==> src/hw/rtl/smps_pkg.sv <==
package smps_pkg;

  // palette and sine table geometry
  localparam int PALETTE_SIZE = 256;
  localparam int PAL_AW       = (PALETTE_SIZE > 1) ? $clog2(PALETTE_SIZE) : 1;
  localparam int SINE_STEPS   = 4096;
  localparam int SINE_AW      = $clog2(SINE_STEPS);
  localparam int QTR_STEPS    = SINE_STEPS / 4;
  localparam int QTR_AW       = $clog2(QTR_STEPS + 1);

  // field widths
  localparam int PIX_W   = 12;
  localparam int SLOT_W  = 8;
  localparam int COLOR_W = 24;
  localparam int CFG_W   = 24;

  // arithmetic unit widths
  localparam int DIV_N_W  = 28;
  localparam int DIV_D_W  = 16;
  localparam int ROOT_W   = 17;
  localparam int ISQ_IN_W = 2 * ROOT_W;

  typedef enum logic {
    CMD_WRITE  = 1'b0,
    CMD_RENDER = 1'b1
  } cmd_e;

  typedef enum logic [1:0] {
    CFG_IMAGE_WIDTH  = 2'd0,
    CFG_IMAGE_HEIGHT = 2'd1,
    CFG_FRAME_NUMBER = 2'd2,
    CFG_PATTERN_SEED = 2'd3
  } cfg_reg_e;

  // taylor divisors (2k)(2k+1)
  typedef longint unsigned taylor_t [9];
  localparam taylor_t TAYLOR_DIV = '{64'd6, 64'd20, 64'd42, 64'd72, 64'd110,
                                     64'd156, 64'd210, 64'd272, 64'd342};

  typedef logic [13:0] qsine_tab_t [QTR_STEPS + 1];

  function automatic logic [13:0] quarter_sine(longint unsigned i);
    longint unsigned th;
    longint unsigned th2;
    longint unsigned term;
    longint unsigned sum;
    th   = (i * 64'd6746518852 + 64'd2048) >> 12;
    th2  = (th * th) >> 30;
    term = th;
    sum  = th;
    for (int k = 1; k <= 9; k++) begin
      term = (term * th2) >> 30;
      term = term / TAYLOR_DIV[k-1];
      if ((k % 2) == 1) sum = sum - term;
      else sum = sum + term;
    end
    return 14'((sum * 64'd16383 + (64'd1 << 29)) >> 30);
  endfunction

  function automatic qsine_tab_t build_qsine();
    qsine_tab_t tab;
    for (int i = 0; i <= QTR_STEPS; i++) begin
      tab[i] = quarter_sine(longint'(i));
    end
    tab[0] = '0;
    return tab;
  endfunction

  localparam qsine_tab_t QSINE = build_qsine();

  // full-turn q14 sine from the quarter-wave table
  function automatic logic signed [14:0] sine_at(logic [SINE_AW-1:0] idx);
    logic [SINE_AW-2:0] j;
    logic [SINE_AW-2:0] k;
    logic signed [14:0] mag;
    j   = idx[SINE_AW-2:0];
    k   = (j > (SINE_AW-1)'(QTR_STEPS)) ? (SINE_AW-1)'(2 * QTR_STEPS - int'(j)) : j;
    mag = $signed({1'b0, QSINE[k[QTR_AW-1:0]]});
    return idx[SINE_AW-1] ? -mag : mag;
  endfunction

endpackage

==> src/hw/rtl/smps_isqrt.sv <==
module smps_isqrt (
  input  logic                          clk_i,
  input  logic                          en_i,
  input  logic [smps_pkg::ISQ_IN_W-1:0] rad_i,
  output logic [smps_pkg::ROOT_W-1:0]   root_o
);
  import smps_pkg::*;

  localparam int LAST = ROOT_W - 1;

  logic [ROOT_W+1:0]   rem_q  [LAST];
  logic [ISQ_IN_W-1:0] rad_q  [LAST];
  logic [ROOT_W-1:0]   root_q [ROOT_W];

  // one root bit per stage
  for (genvar s = 0; s < ROOT_W; s++) begin : g_st
    logic [ROOT_W+1:0]   rem_in;
    logic [ISQ_IN_W-1:0] rad_in;
    logic [ROOT_W-1:0]   root_in;
    logic [ROOT_W+3:0]   r_ext;
    logic [ROOT_W+3:0]   trial;
    logic                fits;

    if (s == 0) begin : g_first
      assign rem_in  = '0;
      assign rad_in  = rad_i;
      assign root_in = '0;
    end else begin : g_next
      assign rem_in  = rem_q[s-1];
      assign rad_in  = rad_q[s-1];
      assign root_in = root_q[s-1];
    end

    assign r_ext = {rem_in, rad_in[ISQ_IN_W-1 -: 2]};
    assign trial = {2'b00, root_in, 2'b01};
    assign fits  = (r_ext >= trial);

    always_ff @(posedge clk_i) begin
      if (en_i) begin
        root_q[s] <= {root_in[ROOT_W-2:0], fits};
      end
    end

    if (s < LAST) begin : g_carry
      always_ff @(posedge clk_i) begin
        if (en_i) begin
          rem_q[s] <= fits ? (ROOT_W+2)'(r_ext - trial) : (ROOT_W+2)'(r_ext);
          rad_q[s] <= rad_in << 2;
        end
      end
    end
  end

  assign root_o = root_q[LAST];
endmodule

==> config.mk <==
export PLATFORM = sky130hd
export DESIGN_NAME = smps_isqrt
export DESIGN_NICKNAME = d
export VERILOG_FILES = /design/src/hw/rtl/smps_pkg.sv /design/src/hw/rtl/smps_isqrt.sv
export SDC_FILE = /design/constraint.sdc
export NUM_CORES = 1
export LEC_CHECK = 0
export BUFFER_PORTS_ARGS = -buffer_cell sky130_fd_sc_hd__buf_2
export CELL_PAD_IN_SITES_DETAIL_PLACEMENT = 1
export CELL_PAD_IN_SITES_GLOBAL_PLACEMENT = 1
export CORE_MARGIN = 3
export CORE_UTILIZATION = 25
export DETAILED_ROUTE_END_ITERATION = 8
export PLACE_DENSITY = 0.43
export SLEW_MARGIN = 5
export SYNTH_ARGS = -nofsm -noshare
export SYNTH_HDL_FRONTEND = slang
export SYNTH_SLANG_ARGS = --single-unit
==> constraint.sdc <==
create_clock -name clk_i -period 2.8 [get_ports clk_i]
set_input_delay 0.28 -clock clk_i [delete_from_list [all_inputs] [get_ports clk_i]]
set_output_delay 0.28 -clock clk_i [all_outputs]
set_load 0.02 [all_outputs]
==> results.tsv <==
metric	value	unit
status	completed	
port_buffers	52	
p_leak	15.7	nW
synth_cell_types	68	
drc	0	
clock-sinks	707	
synth_compound_area_share	9.28	%
power.total	30.2	mW
period_minus_slack	2.72	ns
die_h	368	um
grt_max_degree	77	
worstSkewPairLatency	0.67	ns
cts_tree	built	
hpwl	56700	um
synth-main-ff-cell	edfxtp_1	
slew_viol_final	0	
synth_mux_area_share	1.09	%
placed_area	37000	um^2
synthArstFlopShare	0	%
drive_gt1_share	18.8	%
drtIter0Drc	941	
crit_type	register to register	
yosysSeqAreaShare	64.9	%
synth.net_count	2710	
vdd_drop_max	0.402	mV
synth_edf_count	707	
chipWidth	368	um
start_kind	register	
rsz0062_at_grt	yes	
finalCritPeriodShare	97.3	%
min_path_type	input port to register	
wirelength	76500	um
switchingPower	7.98	mW
routabilityCongestion	0.821	
setup_viol	0	
syn_area_per_cell	13.1	um^2
p_comb_share	16.6	%
fin_area	41000	um^2
yosys_warnings	0	
first_global_vias	21500	
postRouteAntennaNets	0	
clock-root-buffer	clkbuf_16	
crit_required	3.22	ns
synth_fa_ha_area_share	6.54	%
r2r-start	rem_q[1][118]$_DFFE_PP_	
grt_pass1_wl	121000	um
clockPowerShare	37.6	%
worstMarginPinSlew	0.645	ns
timing.fmax	0.367	GHz
synth_top_area_cell	edfxtp_1	
fillers	13900	
final_nets	3100	
drt-wirelength-per-cell	16.3	um
synth_top_family_by_area	simple AND/OR/NAND/NOR gates	
grt_usage	11.1	%
r2r_cells	8	
clk_pin_slew	0.06	ns
sw_frac_of_total	26.4	%
p_per_area	737	nW/um^2
antenna_found_initial	2	
yosysTopAreaCellShare	64.9	%
clk_path_buf_depth	3	
synth_xor_xnor_area_share	5.57	%
synth-simple-area-share	9.75	%
relSlewSlack	56.7	%
setup-tns-final	0	ns
overflow	0	
critPathMaxFanout	7	
htree_levels	3	
timing.rr.end	rem_q[1][147]$_DFFE_PP_	
cts_buffers	86	
fin_util	31.6	%
synth.area.top_cells	edfxtp_1 65%, ha_1 6.5%, xor2_1 3.2%, inv_1 2.4%, xnor2_1 2.3%	
syn2layout_area_growth	25.2	%
viasPerCell	4.35	
num_io_pins	53	
num_rows	132	
vias	20500	
crit_arrival	3.14	ns
cap_violations	0	
reg2reg_slack	0.08	ns
min_from	rad_i[30]	
cp-end-kind	register	
first_pass_iters	5	
initial_core_util	25.2	%
synth_seq_cells	707	
p_int	22.2	mW
hold_viol_final	0	
min_to	rad_q[0][30]$_DFFE_PP_	
core	130000	um^2
holdPathStages	2	
synthCells	2503	
syn_area	32700	um^2
power_frac_seq	45.8	%
fin_skew	0.0490	ns
fp.dieArea	135000	um^2
## per-stage QoR
step,std cells,setup slack [ns],hold WS (ns)
floorplan,2503,0.0623,0.379
global placement,4495,-0.269,0.400
detailed placement,4495,-0.284,0.405
CTS,4690,0.00154,0.239
global route,4705,-0.0366,0.265
finish,4706,0.0755,0.317
## placed cells by master (no fill, tap or decap), types with 87 or more instances in the layout
cell type,n
edfxtp_1,707
xnor2_1,87
nand2_1,168
o21ai_0,138
xor2_1,121
inv_1,210
clkbuf_16,89
nor2_1,172
ha_1,161
buf_4,229
a21oi_1,125
## area by class of cell
| cell class | count | area, um^2 | area share (%) |
|---|---|---|---|
| diodes | 1 | 2.50 | 0.00611 |
| clock buffers | 98 | 2220 | 5.42 |
| clock inverters | 60 | 706 | 1.72 |
| inverters | 212 | 798 | 1.95 |
| multi-input cells | 1549 | 11100 | 27.1 |
| flip-flops and latches | 707 | 21200 | 51.8 |
| well taps | 1742 | 2180 | 5.32 |
| repair buffers | 337 | 2730 | 6.68 |
## cells in the mapped netlist, drive strengths merged (6+ instances only)
master	instances
xnor2	87
o21a	31
and3	11
a21oi	135
and2	11
a31oi	12
a211oi	23
o211ai	11
mux2i	13
inv	212
or4	22
nor3	65
o31ai	18
or3	24
nand2b	27
mux2	20
nand4	18
a21boi	10
xor2	121
nand3	29
o41ai	6
nor4	38
nand2	169
or2	12
clkbuf	33
a21o	34
nor2	172
nor2b	24
ha	171
a2111oi	9
o21ai	152
edfxtp	707
a211o	6
## registers in the layout (all words and copies together) (netlist names)
| register | cells |
|---|---|
| root_q | 153 |
| rem_q | 282 |
| rad_q | 272 |
## critical path, cell delays in order, from the launching register on
cell	delay, ns
edfxtp_1	0.44
ha_4	0.30
buf_4	0.14
o21ai_0	0.10
nand2b_1	0.16
nand3_2	0.14
o41ai_4	0.66
buf_6	0.20
mux2_2	0.34
## power by group through the flow
stage / Combinational [mW] / Sequential, mW / Clock (mW)
finish: 5.01 / 13.8 / 11.4
global route: 5.61 / 14.0 / 12.3
CTS: 4.82 / 13.8 / 11.9
detailed placement: 4.68 / 14.1 / 0
global placement: 4.59 / 14.0 / 0
floorplan: 2.90 / 13.7 / 0
## cells by family (layout without fill, tap and decap cells)
kind of cell	count (synthesis)	count (layout)
flip-flops	707	707
AND/OR/NAND/NOR	646	646
AO/OA/AOI/OAI	490	490
buffers and inverters	247	707
XOR/XNOR	208	208
adder cells (fa/ha/maj)	171	171
multiplexers	33	33
other	1	2
## routing by layer
layer	GRT usage, %	up-vias	part of all wire (%)
li1	-	10100	-
met1	15.4	10000	49
met2	17.6	249	45
met3	2.12	100	4.1
met4	3.42	0	2.0
met5	0	-	0
## repair_timing
action / in CTS / in global routing
cloned: 0 / 2
resized for setup: 27 / 88
hold buffers: 36 / 0
setup endpoints to repair: 51 / 108
pin swaps: 4 / 13
buffers inserted: 1 / 13
hold endpoints to repair: 39 / 0
## how the worst max path moves through the flow
stage,start,endpoint
CTS,rem_q[1][114]$_DFFE_PP_,rem_q[1][147]$_DFFE_PP_
detailed placement,rem_q[0][134]$_DFFE_PP_,rem_q[1][18]$_DFFE_PP_
global route,rem_q[1][65]$_DFFE_PP_,rem_q[1][93]$_DFFE_PP_
global placement,rem_q[0][134]$_DFFE_PP_,rem_q[1][18]$_DFFE_PP_
finish,rem_q[1][118]$_DFFE_PP_,rem_q[1][147]$_DFFE_PP_
floorplan,rem_q[0][134]$_DFFE_PP_,rem_q[1][18]$_DFFE_PP_
(Power assumes the default switching activity.)
