## config.mk

```make
export PLATFORM = sky130hd
export DESIGN_NAME = smps_div
export DESIGN_NICKNAME = d
export VERILOG_FILES = /design/src/hw/rtl/smps_pkg.sv /design/src/hw/rtl/smps_div.sv
export SDC_FILE = /design/constraint.sdc
export NUM_CORES = 2
export LEC_CHECK = 0
export BUFFER_PORTS_ARGS = -buffer_cell sky130_fd_sc_hd__buf_2
export CAP_MARGIN = 10
export CORE_ASPECT_RATIO = 1.25
export CORE_MARGIN = 3
export CORE_UTILIZATION = 44
export CTS_BUF_LIST = sky130_fd_sc_hd__clkbuf_8
export DETAILED_ROUTE_END_ITERATION = 16
export SLEW_MARGIN = 20
export SYNTH_ARGS = -nofsm -noshare
export SYNTH_HDL_FRONTEND = slang
export SYNTH_SLANG_ARGS = --single-unit
```

## constraint.sdc

```tcl
create_clock -name clk_i -period 3.7 [get_ports clk_i]
set_clock_uncertainty 0.15 [all_clocks]
set_input_delay 0.185 -clock clk_i [delete_from_list [all_inputs] [get_ports clk_i]]
set_output_delay 0.185 -clock clk_i [all_outputs]
set_load 0.02 [all_outputs]
```

## src/hw/rtl/smps_pkg.sv

```systemverilog
package smps_pkg;

  // palette and sine table geometry
  localparam int PALETTE_SIZE = 256;
  localparam int PAL_AW       = (PALETTE_SIZE > 1) ? $clog2(PALETTE_SIZE) : 1;
  localparam int SINE_STEPS   = 4096;
  localparam int SINE_AW      = $clog2(SINE_STEPS);
  localparam int QTR_STEPS    = SINE_STEPS / 4;
  localparam int QTR_AW       = $clog2(QTR_STEPS + 1);

  // field widths
  localparam int PIX_W   = 12;
  localparam int SLOT_W  = 8;
  localparam int COLOR_W = 24;
  localparam int CFG_W   = 24;

  // arithmetic unit widths
  localparam int DIV_N_W  = 28;
  localparam int DIV_D_W  = 16;
  localparam int ROOT_W   = 17;
  localparam int ISQ_IN_W = 2 * ROOT_W;

  typedef enum logic {
    CMD_WRITE  = 1'b0,
    CMD_RENDER = 1'b1
  } cmd_e;

  typedef enum logic [1:0] {
    CFG_IMAGE_WIDTH  = 2'd0,
    CFG_IMAGE_HEIGHT = 2'd1,
    CFG_FRAME_NUMBER = 2'd2,
    CFG_PATTERN_SEED = 2'd3
  } cfg_reg_e;

  // taylor divisors (2k)(2k+1)
  typedef longint unsigned taylor_t [9];
  localparam taylor_t TAYLOR_DIV = '{64'd6, 64'd20, 64'd42, 64'd72, 64'd110,
                                     64'd156, 64'd210, 64'd272, 64'd342};

  typedef logic [13:0] qsine_tab_t [QTR_STEPS + 1];

  function automatic logic [13:0] quarter_sine(longint unsigned i);
    longint unsigned th;
    longint unsigned th2;
    longint unsigned term;
    longint unsigned sum;
    th   = (i * 64'd6746518852 + 64'd2048) >> 12;
    th2  = (th * th) >> 30;
    term = th;
    sum  = th;
    for (int k = 1; k <= 9; k++) begin
      term = (term * th2) >> 30;
      term = term / TAYLOR_DIV[k-1];
      if ((k % 2) == 1) sum = sum - term;
      else sum = sum + term;
    end
    return 14'((sum * 64'd16383 + (64'd1 << 29)) >> 30);
  endfunction

  function automatic qsine_tab_t build_qsine();
    qsine_tab_t tab;
    for (int i = 0; i <= QTR_STEPS; i++) begin
      tab[i] = quarter_sine(longint'(i));
    end
    tab[0] = '0;
    return tab;
  endfunction

  localparam qsine_tab_t QSINE = build_qsine();

  // full-turn q14 sine from the quarter-wave table
  function automatic logic signed [14:0] sine_at(logic [SINE_AW-1:0] idx);
    logic [SINE_AW-2:0] j;
    logic [SINE_AW-2:0] k;
    logic signed [14:0] mag;
    j   = idx[SINE_AW-2:0];
    k   = (j > (SINE_AW-1)'(QTR_STEPS)) ? (SINE_AW-1)'(2 * QTR_STEPS - int'(j)) : j;
    mag = $signed({1'b0, QSINE[k[QTR_AW-1:0]]});
    return idx[SINE_AW-1] ? -mag : mag;
  endfunction

endpackage

```

## src/hw/rtl/smps_div.sv

```systemverilog
module smps_div (
  input  logic                         clk_i,
  input  logic                         en_i,
  input  logic [smps_pkg::DIV_N_W-1:0] dividend_i,
  input  logic [smps_pkg::DIV_D_W-1:0] divisor_i,
  output logic [smps_pkg::DIV_N_W-1:0] quotient_o
);
  import smps_pkg::*;

  localparam int LAST = DIV_N_W - 1;

  logic [DIV_D_W-1:0] rem_q [LAST];
  logic [DIV_D_W-1:0] den_q [LAST];
  logic [DIV_N_W-1:0] dq_q  [DIV_N_W];

  // restoring division, one quotient bit per stage
  for (genvar s = 0; s < DIV_N_W; s++) begin : g_st
    logic [DIV_D_W-1:0] rem_in;
    logic [DIV_D_W-1:0] den_in;
    logic [DIV_N_W-1:0] dq_in;
    logic [DIV_D_W:0]   r_ext;
    logic               fits;

    if (s == 0) begin : g_first
      assign rem_in = '0;
      assign den_in = divisor_i;
      assign dq_in  = dividend_i;
    end else begin : g_next
      assign rem_in = rem_q[s-1];
      assign den_in = den_q[s-1];
      assign dq_in  = dq_q[s-1];
    end

    assign r_ext = {rem_in, dq_in[DIV_N_W-1]};
    assign fits  = (r_ext >= {1'b0, den_in});

    always_ff @(posedge clk_i) begin
      if (en_i) begin
        dq_q[s] <= {dq_in[DIV_N_W-2:0], fits};
      end
    end

    if (s < LAST) begin : g_carry
      always_ff @(posedge clk_i) begin
        if (en_i) begin
          rem_q[s] <= fits ? DIV_D_W'(r_ext - {1'b0, den_in}) : DIV_D_W'(r_ext);
          den_q[s] <= den_in;
        end
      end
    end
  end

  assign quotient_o = dq_q[LAST];
endmodule

```

==> flow_metrics.py <==
metrics = {
    "run_status": {
        "status": "finished, final reports clean",
    },
    "logic_synthesis": {
        "ys_top_cells_by_count": "edfxtp_1, inv_1, ha_1",
        "netlist_area_um2": 75600,
        "avgSynthCellArea_um2": 14.1,
        "synth_top_area_cell": "edfxtp_1",
        "yosysTopAreaCellShare_pct": 65.5,
        "syn-num-nets": 5877,
        "synth-edff-count": 1648,
        "synthArstFlopShare_pct": 0,
        "ys_seq_area_share_pct": 65.5,
        "ys_seq_elements": 1648,
        "yosysMostFrequentCell": "edfxtp_1",
        "synth.top_cells.by_area": "edfxtp_1, ha_1, mux2_2, inv_1, xnor2_1",
        "synth_cells": 5371,
        "yosysUniqueCellTypes": 92,
        "synth_ff_type": "edfxtp_1",
        "ys_warn_count": 0,
    },
    "setup_path": {
        "r2r-end": "rem_q[23][5]",
        "path_cells": "inv_1, ha_1, nor2b_1, o21ai_1, a21boi_1, o31ai_1, a311oi_2, a31oi_2, a41oi_2, buf_4, mux2_2",
        "r2r_start": "den_q[1][97]",
        "crit_buf_inv": 2,
        "cp.required_ns": 4.23,
        "cp.arrival_ns": 4.02,
        "critical_path.max_fanout": 17,
        "r2r_setup_slack_ns": 0.20,
        "crit_slowest_cell": "edfxtp_1",
        "end_kind": "flop",
        "reg2reg_depth": 11,
        "cp-start-kind": "flop",
        "path_delay_family": "compound AO/OA/AOI/OAI gates",
        "crit_type": "flop to flop",
        "slowest_delay_ns": 0.45,
    },
    "timing": {
        "tightest_slew_ns": 0.884,
        "finalSetupViolCount": 0,
        "fmax_ghz": 0.286,
        "finalHoldViolations": 0,
        "min_period_over_period_pct": 94.5,
        "drv_slew": 0,
        "period_minus_slack_ns": 3.50,
        "finalSetupTns_ns": 0,
        "relSlewSlack_pct": 39.6,
        "hold_slack_ns": 0.145,
    },
    "clock_network": {
        "post_cts_buffers": 0,
        "clockRootBuffer": "clkbuf_8",
        "numCtsBuffers": 291,
        "cts.path.max_buffers": 4,
        "cts_tree": "yes",
        "clk_pin_slew_worst_paths_ns": 0.06,
        "clock_latency_ns": 1.00,
        "cts.sinks": 1648,
        "cts-htree-levels": 5,
    },
    "global_route": {
        "grt.overflow.total": 0,
        "grt_pass1_wl_um": 228000,
        "antenna_found_initial": 2,
        "grt_max_degree": 97,
        "grt_use_total_pct": 16.0,
        "grt_pass1_vias": 44500,
    },
    "finish": {
        "nets": 6371,
        "finalNonFillerCells": 8279,
        "nFillCells": 14700,
        "regArea_um2": 49500,
        "utilization_pct": 50.3,
        "layout-area-overhead-vs-synth_pct": 13.2,
        "drive_gt1_share_pct": 14.0,
        "multi_input_area_um2": 23800,
    },
    "routing": {
        "drc": 0,
        "drt_iter0_markers": 2291,
        "num_vias": 43100,
        "antenna_left": 0,
        "routed_via_density": 5.20,
        "totalWireLength_um": 141000,
        "wire_per_inst_um": 17.1,
        "firstDrtPassIters": 6,
    },
    "floorplanning": {
        "start_util_pct": 44.4,
        "die_y_um": 469,
        "die_area_um2": 177000,
        "ioPinCount": 74,
        "core_um2": 170000,
        "core.rowCount": 169,
        "die_w_um": 377,
    },
    "power_and_ir_drop": {
        "p_clk_share_pct": 22.0,
        "p_int_uw": 45900,
        "p_leak_uw": 0.0333,
        "power_density_nw_per_um2": 797,
        "ir_drop_mv": 0.399,
        "power_frac_comb_pct": 37.4,
        "pwr-share-seq_pct": 40.7,
        "net-switching-power_uw": 22300,
        "swShare_pct": 32.7,
    },
    "worst_hold_path": {
        "hold_start": "en_i",
        "min_to": "dq_q[0][1]",
        "min_path_cells": 2,
        "worst_hold_path_type": "primary input to flop",
    },
    "run": {
        "maxCapViolCount": 0,
    },
    "placement": {
        "place_hpwl_um": 99000,
        "routabilityCongestion": 0.878,
        "dpl.cell_count": 7705,
        "port_buffers": 73,
    },
}
## cells in the final DEF (no fill, tap or decap), types with 21 or more instances in the layout
cell type / count
ha_1: 434
nor2b_1: 80
xnor2_1: 202
inv_1: 631
edfxtp_1: 1648
fa_1: 26
o21a_1: 68
nor4_1: 21
o31a_1: 27
clkbuf_8: 296
o211ai_1: 30
o41ai_1: 28
mux2i_1: 55
nand3_1: 73
clkinv_2: 25
nand2_1: 168
nand4_1: 65
nor3_1: 91
buf_2: 72
nor2_1: 375
a31oi_1: 27
buf_12: 31
mux2_2: 252
o21ai_0: 187
buf_4: 71
dlygate4sd3_1: 90
a211oi_1: 37
a21oi_1: 302
clkinv_1: 67
xor2_1: 78
a21o_1: 100
o31ai_1: 35
nand2b_1: 37
or2_2: 24
## layer usage
layer / wire length, µm / GRT usage (%) / part of all wire, % / up-vias
met5: 0 / 0 / 0 / -
met4: 6290 / 7.72 / 4.4 / 0
met3: 5970 / 3.38 / 4.2 / 380
met2: 74400 / 29.1 / 53 / 876
met1: 54600 / 17.6 / 39 / 20700
li1: - / - / - / 21200
## cell type report
class	count	share of cell area, %
clock buffers	296	4.76
multi-input cells	3107	27.8
flip-flops and latches	1648	57.8
well taps	2223	3.25
repair buffers	264	2.82
inverters	553	2.43
diodes	2	0.00585
clock inverters	186	1.13
## timing repair
item | in CTS | in global routing
gates resized for setup | 0 | 2
endpoints found under the hold margin | 1653 | 0
hold buffers | 90 | 0
endpoints found under the setup margin | 0 | 10
## flip-flops by register name (all words and copies together) (netlist names)
name,cells
den_q,432
dq_q,784
rem_q,432
## stage by stage
| step | total power, µW | area [µm²] | worst slack, ns |
|---|---|---|---|
| finish | 68200 | 85600 | 0.204 |
| global route | 73300 | 85600 | -0.00123 |
| CTS | 69200 | 85600 | 0.139 |
| detailed placement | 53500 | 79600 | 0.175 |
| global placement | 53000 | 79600 | 0.0691 |
| floorplan | 47000 | 75600 | 0.574 |
## kinds of logic (layout without fill, tap and decap cells)
logic type                 count (synthesis)  after routing  synth area share, %
other                                      0              2                    0
adders and majority gates                460            460                 7.87
muxes                                    324            324                 4.78
xor gates and xnor gates                 280            280                 3.24
DFF                                     1648           1648                 65.5
buffers and inverters                    616           1299                 3.19
and+or+nand+nor                         1016           1016                 6.43
AOI/OAI and AO/OA                       1027           1027                 9.02
## power by group through the flow
stage | clock [µW] | sequential (µW) | combinational (µW)
3_5_place_dp | 0 | 28200 | 25300
4_1_cts | 15800 | 27800 | 25600
5_1_grt | 16600 | 28100 | 28600
3_3_place_gp | 0 | 28200 | 24800
6_report | 15000 | 27800 | 25500
2_1_floorplan | 0 | 27100 | 19900
## worst register-to-register path, cell delays in order (launching register included)
cell,delay (ns)
edfxtp_1,0.45
inv_1,0.07
ha_1,0.32
nor2b_1,0.15
o21ai_1,0.16
a21boi_1,0.14
o31ai_1,0.44
a311oi_2,0.23
a31oi_2,0.40
a41oi_2,0.15
buf_4,0.23
mux2_2,0.32
## worst max path at each step
stage	startpoint	endpoint	slack (ns)	cells after the start
after global routing	den_q[1][97]	rem_q[23][5]	-0.001	11
after CTS	rem_q[14][2]	rem_q[15][4]	0.14	10
after global placement	den_q[1][113]	rem_q[24][7]	0.07	10
after detailed placement	rem_q[14][1]	rem_q[15][4]	0.18	10
after floorplan	rem_q[9][6]	rem_q[10][10]	0.57	9
final	den_q[1][97]	rem_q[23][5]	0.20	11
Power figures use the tool's default switching activity.
