## src/hw/rtl/smps_ram.sv

```systemverilog
module smps_ram #(
  parameter int WIDTH = 8,
  parameter int DEPTH = 16
) (
  input  logic                     clk_i,
  input  logic                     we_i,
  input  logic [$clog2(DEPTH)-1:0] waddr_i,
  input  logic [WIDTH-1:0]         wdata_i,
  input  logic                     re_i,
  input  logic [$clog2(DEPTH)-1:0] raddr_i,
  output logic [WIDTH-1:0]         rdata_o
);
  logic [WIDTH-1:0] mem_q [DEPTH];

  always_ff @(posedge clk_i) begin
    if (we_i) begin
      mem_q[waddr_i] <= wdata_i;
    end
    if (re_i) begin
      rdata_o <= mem_q[raddr_i];
    end
  end
endmodule

```

## config.mk

```make
export PLATFORM = sky130hd
export DESIGN_NAME = smps_ram
export DESIGN_NICKNAME = d
export VERILOG_FILES = /design/src/hw/rtl/smps_ram.sv
export SDC_FILE = /design/constraint.sdc
export NUM_CORES = 1
export LEC_CHECK = 0
export BUFFER_PORTS_ARGS = -buffer_cell sky130_fd_sc_hd__clkbuf_2
export CAP_MARGIN = 20
export CORE_ASPECT_RATIO = 1.2
export CORE_UTILIZATION = 35
export CTS_CLUSTER_DIAMETER = 30
export DETAILED_ROUTE_END_ITERATION = 10
export GPL_ROUTABILITY_DRIVEN = 0
export HOLD_SLACK_MARGIN = 0.1
export MAX_ROUTING_LAYER = met4
export PLACE_DENSITY = 0.57
export SLEW_MARGIN = 20
export SYNTH_ARGS = -nofsm -noshare
export SYNTH_HDL_FRONTEND = slang
export SYNTH_SLANG_ARGS = --single-unit
```

## constraint.sdc

```tcl
create_clock -name clk_i -period 3.22 [get_ports clk_i]
set_input_delay 0.161 -clock clk_i [delete_from_list [all_inputs] [get_ports clk_i]]
set_output_delay 0.161 -clock clk_i [all_outputs]
set_load 0.02 [all_outputs]
```

==> results of run 1 <==
==> per-stage QoR <==
step                      setup WS, ns  hold WS [ns]  power, mW  cell area (µm²)
final                             1.63         0.171       3.97             6100
after global routing              1.53         0.190       4.09             6100
after CTS                         1.59         0.172       4.01             6100
after detailed placement          1.15         0.603       2.23             5560
after global placement            1.15         0.570       2.23             5560
after floorplan                   1.57         0.260       2.15             5230
==> flip-flops by register name, indices dropped and copies added (netlist names) <==
| signal | cells |
|---|---|
| rdata_o | 8 |
| mem_q | 128 |
==> placed cells by master (no fill, tap or decap), drive strengths merged <==
master      n
a22oi      16
and2        1
and2b       1
buf         5
bufinv      2
clkbuf     45
clkinv      9
clkinvlp    1
edfxtp    136
mux4       32
nand2       9
nand2b      2
nand3       1
nand3b      2
nor2       13
nor2b       1
nor3        4
or3b        1
==> power by group through the flow <==
| stage | clock network [mW] | logic, mW | registers, mW |
|---|---|---|---|
| floorplan | 0 | 0.101 | 2.05 |
| global placement | 0 | 0.181 | 2.04 |
| detailed placement | 0 | 0.185 | 2.05 |
| CTS | 1.82 | 0.185 | 2.01 |
| global route | 1.89 | 0.197 | 2.01 |
| finish | 1.79 | 0.181 | 2.01 |
==> worst paths after layout <==
path | from | to | slack (ns) | cells past startpoint
hold reg to reg | mem_q[14][6] | rdata_o[6] | 0.74 | 3
setup / recovery | raddr_i[0] | rdata_o[2] | 1.63 | 5
hold / removal | wdata_i[7] | mem_q[7][7] | 0.17 | 1
setup reg to reg | mem_q[5][0] | rdata_o[0] | 1.76 | 3
==> cell families after synthesis <==
family	Yosys count
and+or+nand+nor	35
buffers and inverters	10
AOI/OAI and AO/OA	16
DFF	136
muxes	32
==> layer usage <==
layer / vias to the layer above / track usage, % / wire [µm]
met2: 70 / 23.9 / 5180
met4: 0 / 5.92 / 146
met5: - / - / 0
met3: 10 / 4.01 / 439
li1: 1060 / - / -
met1: 1245 / 18.8 / 4430
==> critical path, delay by kind of cell <==
family | cells | cell delay [ns]
and+or+nand+nor | 1 | 0.07
AOI/OAI and AO/OA | 1 | 0.27
buffers and inverters | 2 | 0.58
muxes | 1 | 0.64
==> layout make-up <==
type                            count  area, µm²  share of cell area [%]
Multi-Input combinational cell     83       1060                    17.3
Sequential cell                   136       4080                    66.9
Timing Repair Buffer               31        168                    2.75
Clock buffer                       19        433                    7.09
Tap cell                          200        250                    4.10
Clock inverter                     12        110                    1.80
==> results_dict.tcl, run 1 <==
set metrics [dict create \
    status "finished, final reports clean" \
    synth_xor_area_share_pct 0 \
    clk_path_buf_depth 2 \
    clkTransAtPathRegs_ns 0.06 \
    criticalPathCategory "in2reg" \
    grt_first_pass_wirelength_mm 15.7 \
    drv_slew 0 \
    synth_area_leaders "edfxtp_1, mux4_2, mux4_1, a22oi_1, nor2_1" \
    drc 0 \
    synth-main-ff-cell "edfxtp_1" \
    power_switching_share_pct 19.9 \
    wl_per_cell_um 21.2 \
    synth_top_family_by_area "multiplexers" \
    startpoint_type "input port" \
    diodes 0 \
    io_pins 27 \
    clk_latency_ns 0.41 \
    drtIter0Drc 188 \
    cts_setup_buffers 0 \
    initial_core_util_pct 36.1 \
    post_cts_resized 0 \
    rsz0062_at_grt "no" \
    area_growth_pct 16.7 \
    synth_edf_count 136 \
    slowest_delay_ns 0.64 \
    synthMostInstantiatedCell "edfxtp_1" \
    p_switching_mw 0.791 \
    post-route-min-period_ns 1.59 \
    arrival_ns 1.75 \
    grtUsageTotal_pct 15.2 \
    required_ns 3.37 \
    tightest_slew_ns 1.00 \
    avgSynthCellArea_um2 22.8 \
    leakagePower_nw 2.01 \
    finalSetupTns_ns 0 \
    cap_violations 0 \
    ys_seq_elements 136 \
    ys_seq_area_share_pct 78.1 \
    die_area_um2 15400 \
    cts_sinks 136 \
    fin_cells 481 \
    wl_mm 10.2 \
    cts_root_buf "clkbuf_16" \
    synthDistinctLibCells 18 \
    place.port_buffers 26 \
    dp_cells 450 \
    p_per_area_nw_per_um2 651 \
    drtAntennaViolNets 0 \
    cts_tree "yes" \
    synth_compound_area_share_pct 2.30 \
    vias 2385 \
    synthCells 229 \
    synth_common_cells "edfxtp_1, mux4_2, a22oi_1" \
    grt_pass1_vias 2474 \
    fillers 1285 \
    dp_hpwl_mm 6.63 \
    pwr-share-clk_pct 44.9 \
    nNetsFinal 288 \
    syn_area_um2 5230 \
    ir_drop_uv 345 \
    cp_slowest_cell "mux4_1" \
    fmax_mhz 627 \
    rows 48 \
    numCtsBuffers 17 \
    dieHeight_um 136 \
    crit_fanout 32 \
    synthArstFlopShare_pct 0 \
    drt-vias-per-instance 4.96 \
    ctsHoldBuffers 0 \
    hp-class "in2reg" \
    skew_ns 0.00591 \
    synth_simple_gate_area_share_pct 3.14 \
    synth.area.mux_share_pct 14.8 \
    fin_util_pct 42.2 \
    final_layout_size_suffix_gt1_share_pct 27.4 \
    synth_top_area_cell "edfxtp_1" \
    p_comb_share_pct 4.5 \
    critPathCaptureType "flop" \
    grt_max_degree 33 \
    seq_power_share_pct 50.5 \
    period_share_pct 49.5 \
    yosys.area_share.adder_pct 0 \
    core_area_um2 14500 \
    yosysWarnings 0 \
    cts-htree-levels 4 \
    finalSetupViolCount 0 \
    grt_overflow 0 \
    syn-num-nets 248 \
    path_cells "clkbuf_2, buf_4, mux4_1, a22oi_1, nand2_1" \
    finalHoldViolations 0 \
    detail_route.first_pass.iterations 4 \
    internal-power_mw 3.18 \
    slew_headroom_pct 32.8 \
    grt_antenna_before_repair 0 \
    die_w_um 114 \
    netlist.area_leader.share_pct 78.1 \
]
(Power assumes the default switching activity.)
==> inputs of run 2 (changes only) <==
ABC_AREA = 1   (was not set)
PLACE_DENSITY = 0.59   (was 0.57)
clock period = 1.3 ns   (was 3.22 ns; I/O delays follow)
==> results_dict.tcl, run 2 <==
set metrics [dict create \
    status "finished, final reports clean" \
    rows 51 \
    syn-num-nets 570 \
    cap_violations 0 \
    synth_top_family_by_area "simple AND/OR/NAND/NOR gates" \
    cts_root_buf "clkbuf_16" \
    synth_top_area_cell "edfxtp_1" \
    synth_compound_area_share_pct 0 \
    mostFrequentLayoutCells "nand2_1, edfxtp_1, inv_1" \
    drtIter0Drc 346 \
    synthMostInstantiatedCell "nand2_1" \
    post-route-min-period_ns 1.23 \
    synth-main-ff-cell "edfxtp_1" \
    grt_max_degree 34 \
    die_w_um 120 \
    ys_seq_elements 136 \
    hp-class "in2reg" \
    synth_edf_count 136 \
    synth_simple_gate_area_share_pct 20.8 \
    fin_util_pct 42.5 \
    p_per_area_nw_per_um2 1500 \
    largest_reg_flops 128 \
    leakagePower_nw 2.96 \
    slew_headroom_pct 59.1 \
    final_common_cell "nand2_1" \
    grt_antenna_before_repair 0 \
    arrival_ns 1.38 \
    dp_cells 790 \
    hold_start "wdata_i[2]" \
    grt_first_pass_wirelength_mm 20.8 \
    drt-vias-per-instance 4.63 \
    drc 0 \
    dp_hpwl_mm 8.53 \
    registers.top_by_ff_count "mem_q" \
    rsz0062_at_grt "no" \
    fillers 1519 \
    path_common_cell "nand3_1" \
    cts_sinks 136 \
    clkTransAtPathRegs_ns 0.06 \
    avgSynthCellArea_um2 10.6 \
    skew_ns 0.0115 \
    vias 3807 \
    synth_area_leaders "edfxtp_1, nand2_1, nand3_1, inv_1, buf_6" \
    drv_slew 0 \
    initial_core_util_pct 35.9 \
    r2r-end "rdata_o[7]" \
    cp_slowest_cell "edfxtp_1" \
    die_area_um2 17200 \
    critPathCaptureType "flop" \
    ff_latch_area_um2 4080 \
    diodes 0 \
    cts_tree "yes" \
    multi_input_area_um2 1210 \
    tightest_slew_ns 0.612 \
    area_growth_pct 18.2 \
    io_pins 27 \
    criticalPathCategory "reg2reg" \
    slowest_delay_ns 0.37 \
    synth.area.mux_share_pct 0 \
    numCtsBuffers 17 \
    yosysWarnings 0 \
    finalSetupViolCount 0 \
    crit_fanout 1 \
    synth_xor_area_share_pct 0 \
    required_ns 1.45 \
    ys_seq_area_share_pct 69.8 \
    r2r-start "mem_q[1][7]" \
    fin_cells 822 \
    finalHoldViolations 0 \
    yosys.area_share.adder_pct 0 \
    reg2reg_depth 6 \
    reg2reg_slack_ns 0.07 \
    hold_end "mem_q[2][2]" \
    grtUsageTotal_pct 17.3 \
    detail_route.first_pass.iterations 5 \
    cts-htree-levels 4 \
    netlist.area_leader.share_pct 69.8 \
    ir_drop_uv 831 \
    startpoint_type "flop" \
    path_cells "inv_1, nand2_1, nand3_1, nand3_1, nand3_1, nand2_1" \
    wl_per_cell_um 16.3 \
    place.port_buffers 26 \
    grt_overflow 0 \
    dieHeight_um 144 \
    power_mw 10.4 \
    grt_pass1_vias 3860 \
    core_area_um2 16300 \
    synthDistinctLibCells 11 \
    synthArstFlopShare_pct 0 \
    post_cts_resized 0 \
    synth_common_cells "nand2_1, edfxtp_1, inv_1" \
    syn_area_um2 5850 \
    clk_latency_ns 0.42 \
    period_share_pct 94.6 \
    fmax_mhz 814 \
    hold_depth 1 \
    wl_mm 13.4 \
    synthCells 551 \
    largest_registers "mem_q (128), rdata_o (8)" \
    final_layout_size_suffix_gt1_share_pct 13.3 \
    nNetsFinal 617 \
    drtAntennaViolNets 0 \
    clk_path_buf_depth 2 \
]
-- run 2: cells by family after synthesis --
kind of cell | count (synthesis)
DFF | 136
buffers and inverters | 126
and+or+nand+nor | 289
-- run 2: metal layers --
layer  wire length (µm)  track usage (%)  up-vias
li1                   -                -     1874
met1               5570             20.0     1792
met2               6840             29.1      116
met3                619             3.02       25
met4                361             8.55        0
met5                  0                -        -
-- run 2: timing repair --
action / CTS / global route
hold endpoints to repair: 8 / 0
setup buffers: 0 / 0
hold buffers: 1 / 0
-- run 2: worst max path at each step --
stage                            from            to
after detailed placement   raddr_i[1]    rdata_o[7]
final                     mem_q[1][7]    rdata_o[7]
after global placement     raddr_i[1]    rdata_o[7]
after global routing      mem_q[1][7]    rdata_o[7]
after CTS                 mem_q[1][7]    rdata_o[7]
after floorplan            waddr_i[2]  mem_q[10][0]
-- run 2: layout make-up --
cell class / count / area share, %
inverter: 102 / 5.54
tap: 212 / 3.84
sequential: 136 / 59.1
clock inverter: 12 / 2.21
timing repair buffer: 52 / 5.47
clock buffer: 19 / 6.27
multi-input combinational: 289 / 17.6
-- run 2: worst max-delay path, delay by kind of cell (launching register included) --
kind	cells	cell delay (ns)
AND/OR/NAND/NOR	5	0.52
flip-flops	1	0.37
buffers and inverters	1	0.07
-- run 2: where the power goes --
part           internal, mW  switching, mW  total [mW]  leakage, nW
clock network          3.00           1.75        4.74        0.277
logic                 0.192          0.454       0.646         1.45
registers              4.94         0.0286        4.97         1.24
total                  8.13           2.23        10.4         2.96
-- run 2: metrics by stage --
stage	setup TNS (ns)	area [µm²]	hold WS, ns	setup WS (ns)
after floorplan	0	5850	0.164	0.284
after global placement	0	6310	0.476	0.0124
after detailed placement	-0.0282	6310	0.481	-0.0282
after CTS	0	6910	0.156	0.0949
after global routing	0	6910	0.170	0.0448
final	0	6910	0.137	0.0708
==> inputs of run 3 (changes only) <==
CORE_UTILIZATION = 45   (was 35)
PLACE_DENSITY = 0.71   (was 0.59)
==> results_dict.tcl, run 3 (synthesized netlist as in run 2, its figures left out) <==
set metrics [dict create \
    area_growth_pct 17.6 \
    critPathCaptureType "flop" \
    cts_tree "yes" \
    post-route-min-period_ns 1.15 \
    clkTransAtPathRegs_ns 0.06 \
    post_cts_resized 0 \
    cts-htree-levels 4 \
    arrival_ns 1.32 \
    ir_drop_uv 671 \
    clk_path_buf_depth 2 \
    leakagePower_nw 2.98 \
    wl_met3_um 807 \
    place.port_buffers 26 \
    drv_slew 0 \
    skew_ns 0.00923 \
    wl_mm 13.1 \
    tightest_slew_ns 0.594 \
    clk_latency_ns 0.42 \
    drc 0 \
    fin_ws_ns 0.152 \
    io_pins 27 \
    criticalPathCategory "reg2reg" \
    rows 45 \
    final_common_cell "nand2_1" \
    final_layout_size_suffix_gt1_share_pct 13.3 \
    detail_route.first_pass.iterations 4 \
    startpoint_type "flop" \
    rsz0062_at_grt "no" \
    fmax_mhz 871 \
    grt_max_degree 42 \
    slew_headroom_pct 60.4 \
    vias 3885 \
    ff_latch_area_um2 4080 \
    core_area_um2 12700 \
    cts_sinks 136 \
    grt_pass1_vias 3726 \
    initial_core_util_pct 46.2 \
    multi_input_area_um2 1210 \
    finalSetupTns_ns 0 \
    top_layer "met4" \
    die_area_um2 13500 \
    drtIter0Drc 277 \
    dp_hpwl_mm 8.17 \
    cts_setup_buffers 0 \
    registers.top_by_ff_count "mem_q" \
    cap_violations 0 \
    hold_ws_ns 0.145 \
    largest_registers "mem_q (128), rdata_o (8)" \
    finalHoldViolations 0 \
    p_per_area_nw_per_um2 1530 \
    pre_cts_ws_ns 0.0368 \
    grt_overflow 0 \
    mostFrequentLayoutCells "nand2_1, edfxtp_1, inv_1" \
    required_ns 1.47 \
    fillers 1056 \
    period_share_pct 88.3 \
    wl_met1_mm 5.35 \
    grt_first_pass_wirelength_mm 20.3 \
    route.met2.wl_mm 6.66 \
    drtAntennaViolNets 0 \
    drt-vias-per-instance 5.01 \
    largest_reg_flops 128 \
    status "finished, final reports clean" \
    hp-class "in2reg" \
    cts_root_buf "clkbuf_16" \
    die_w_um 106 \
    power_mw 10.5 \
    crit_fanout 1 \
    diodes 0 \
    nNetsFinal 617 \
    finalSetupViolCount 0 \
    dieHeight_um 127 \
    wl_per_cell_um 16.9 \
    grt_antenna_before_repair 0 \
    grtUsageTotal_pct 21.7 \
    numCtsBuffers 17 \
]
==> run 3: cell types whose count changed in the layout (fill, tap and decap cells not counted) <==
| cell | change |
|---|---|
| inv_6 | -1 |
| clkbuf_1 | -1 |
| bufinv_16 | +1 |
| clkinv_1 | +2 |
==> run 3: final timing paths <==
check	from	end	slack (ns)	depth (start not counted)
max	mem_q[7][6]	rdata_o[6]	0.15	6
min	wdata_i[7]	mem_q[1][7]	0.14	1
max reg2reg	mem_q[7][6]	rdata_o[6]	0.15	6
min reg2reg	mem_q[10][0]	rdata_o[0]	0.75	6
==> run 3: power by group <==
| group | leakage, nW | switching [mW] | internal (mW) |
|---|---|---|---|
| combinational | 1.45 | 0.448 | 0.192 |
| clock | 0.288 | 1.73 | 3.18 |
| sequential | 1.24 | 0.0303 | 4.94 |
==> run 3: final cells by class <==
cell class                 count  share of cell area, %
inverter                     102                   5.57
sequential                   136                   59.4
clock inverter                14                   2.64
clock buffer                  18                   6.24
timing repair buffer          52                   5.50
tap                          164                   2.99
multi-input combinational    289                   17.7
==> run 3: layer usage <==
metal / vias to the layer above / GRT usage [%]
met3: 19 / 4.01
met4: 0 / 8.99
met5: - / -
met1: 1841 / 26.5
li1: 1879 / -
met2: 146 / 35.4
==> run 3: repair_timing <==
action	4_1_cts	5_1_grt
hold buffers	1	0
endpoints found under the setup margin	0	0
endpoints found under the hold margin	8	0
==> run 3: worst max-delay path, cell delays in order (launching register included) <==
cell      delay, ns
edfxtp_1       0.38
inv_1          0.07
nand2_1        0.06
nand3_1        0.10
nand3_1        0.13
nand3_1        0.12
nand2_1        0.06
==> run 3: per-stage QoR <==
step	instance area, µm²	cells	utilization (%)
after detailed placement	6250	742	49.4
after global placement	6250	742	49.4
final	6870	775	54.3
after global routing	6870	775	54.3
after floorplan	5850	551	-
after CTS	6870	775	54.3
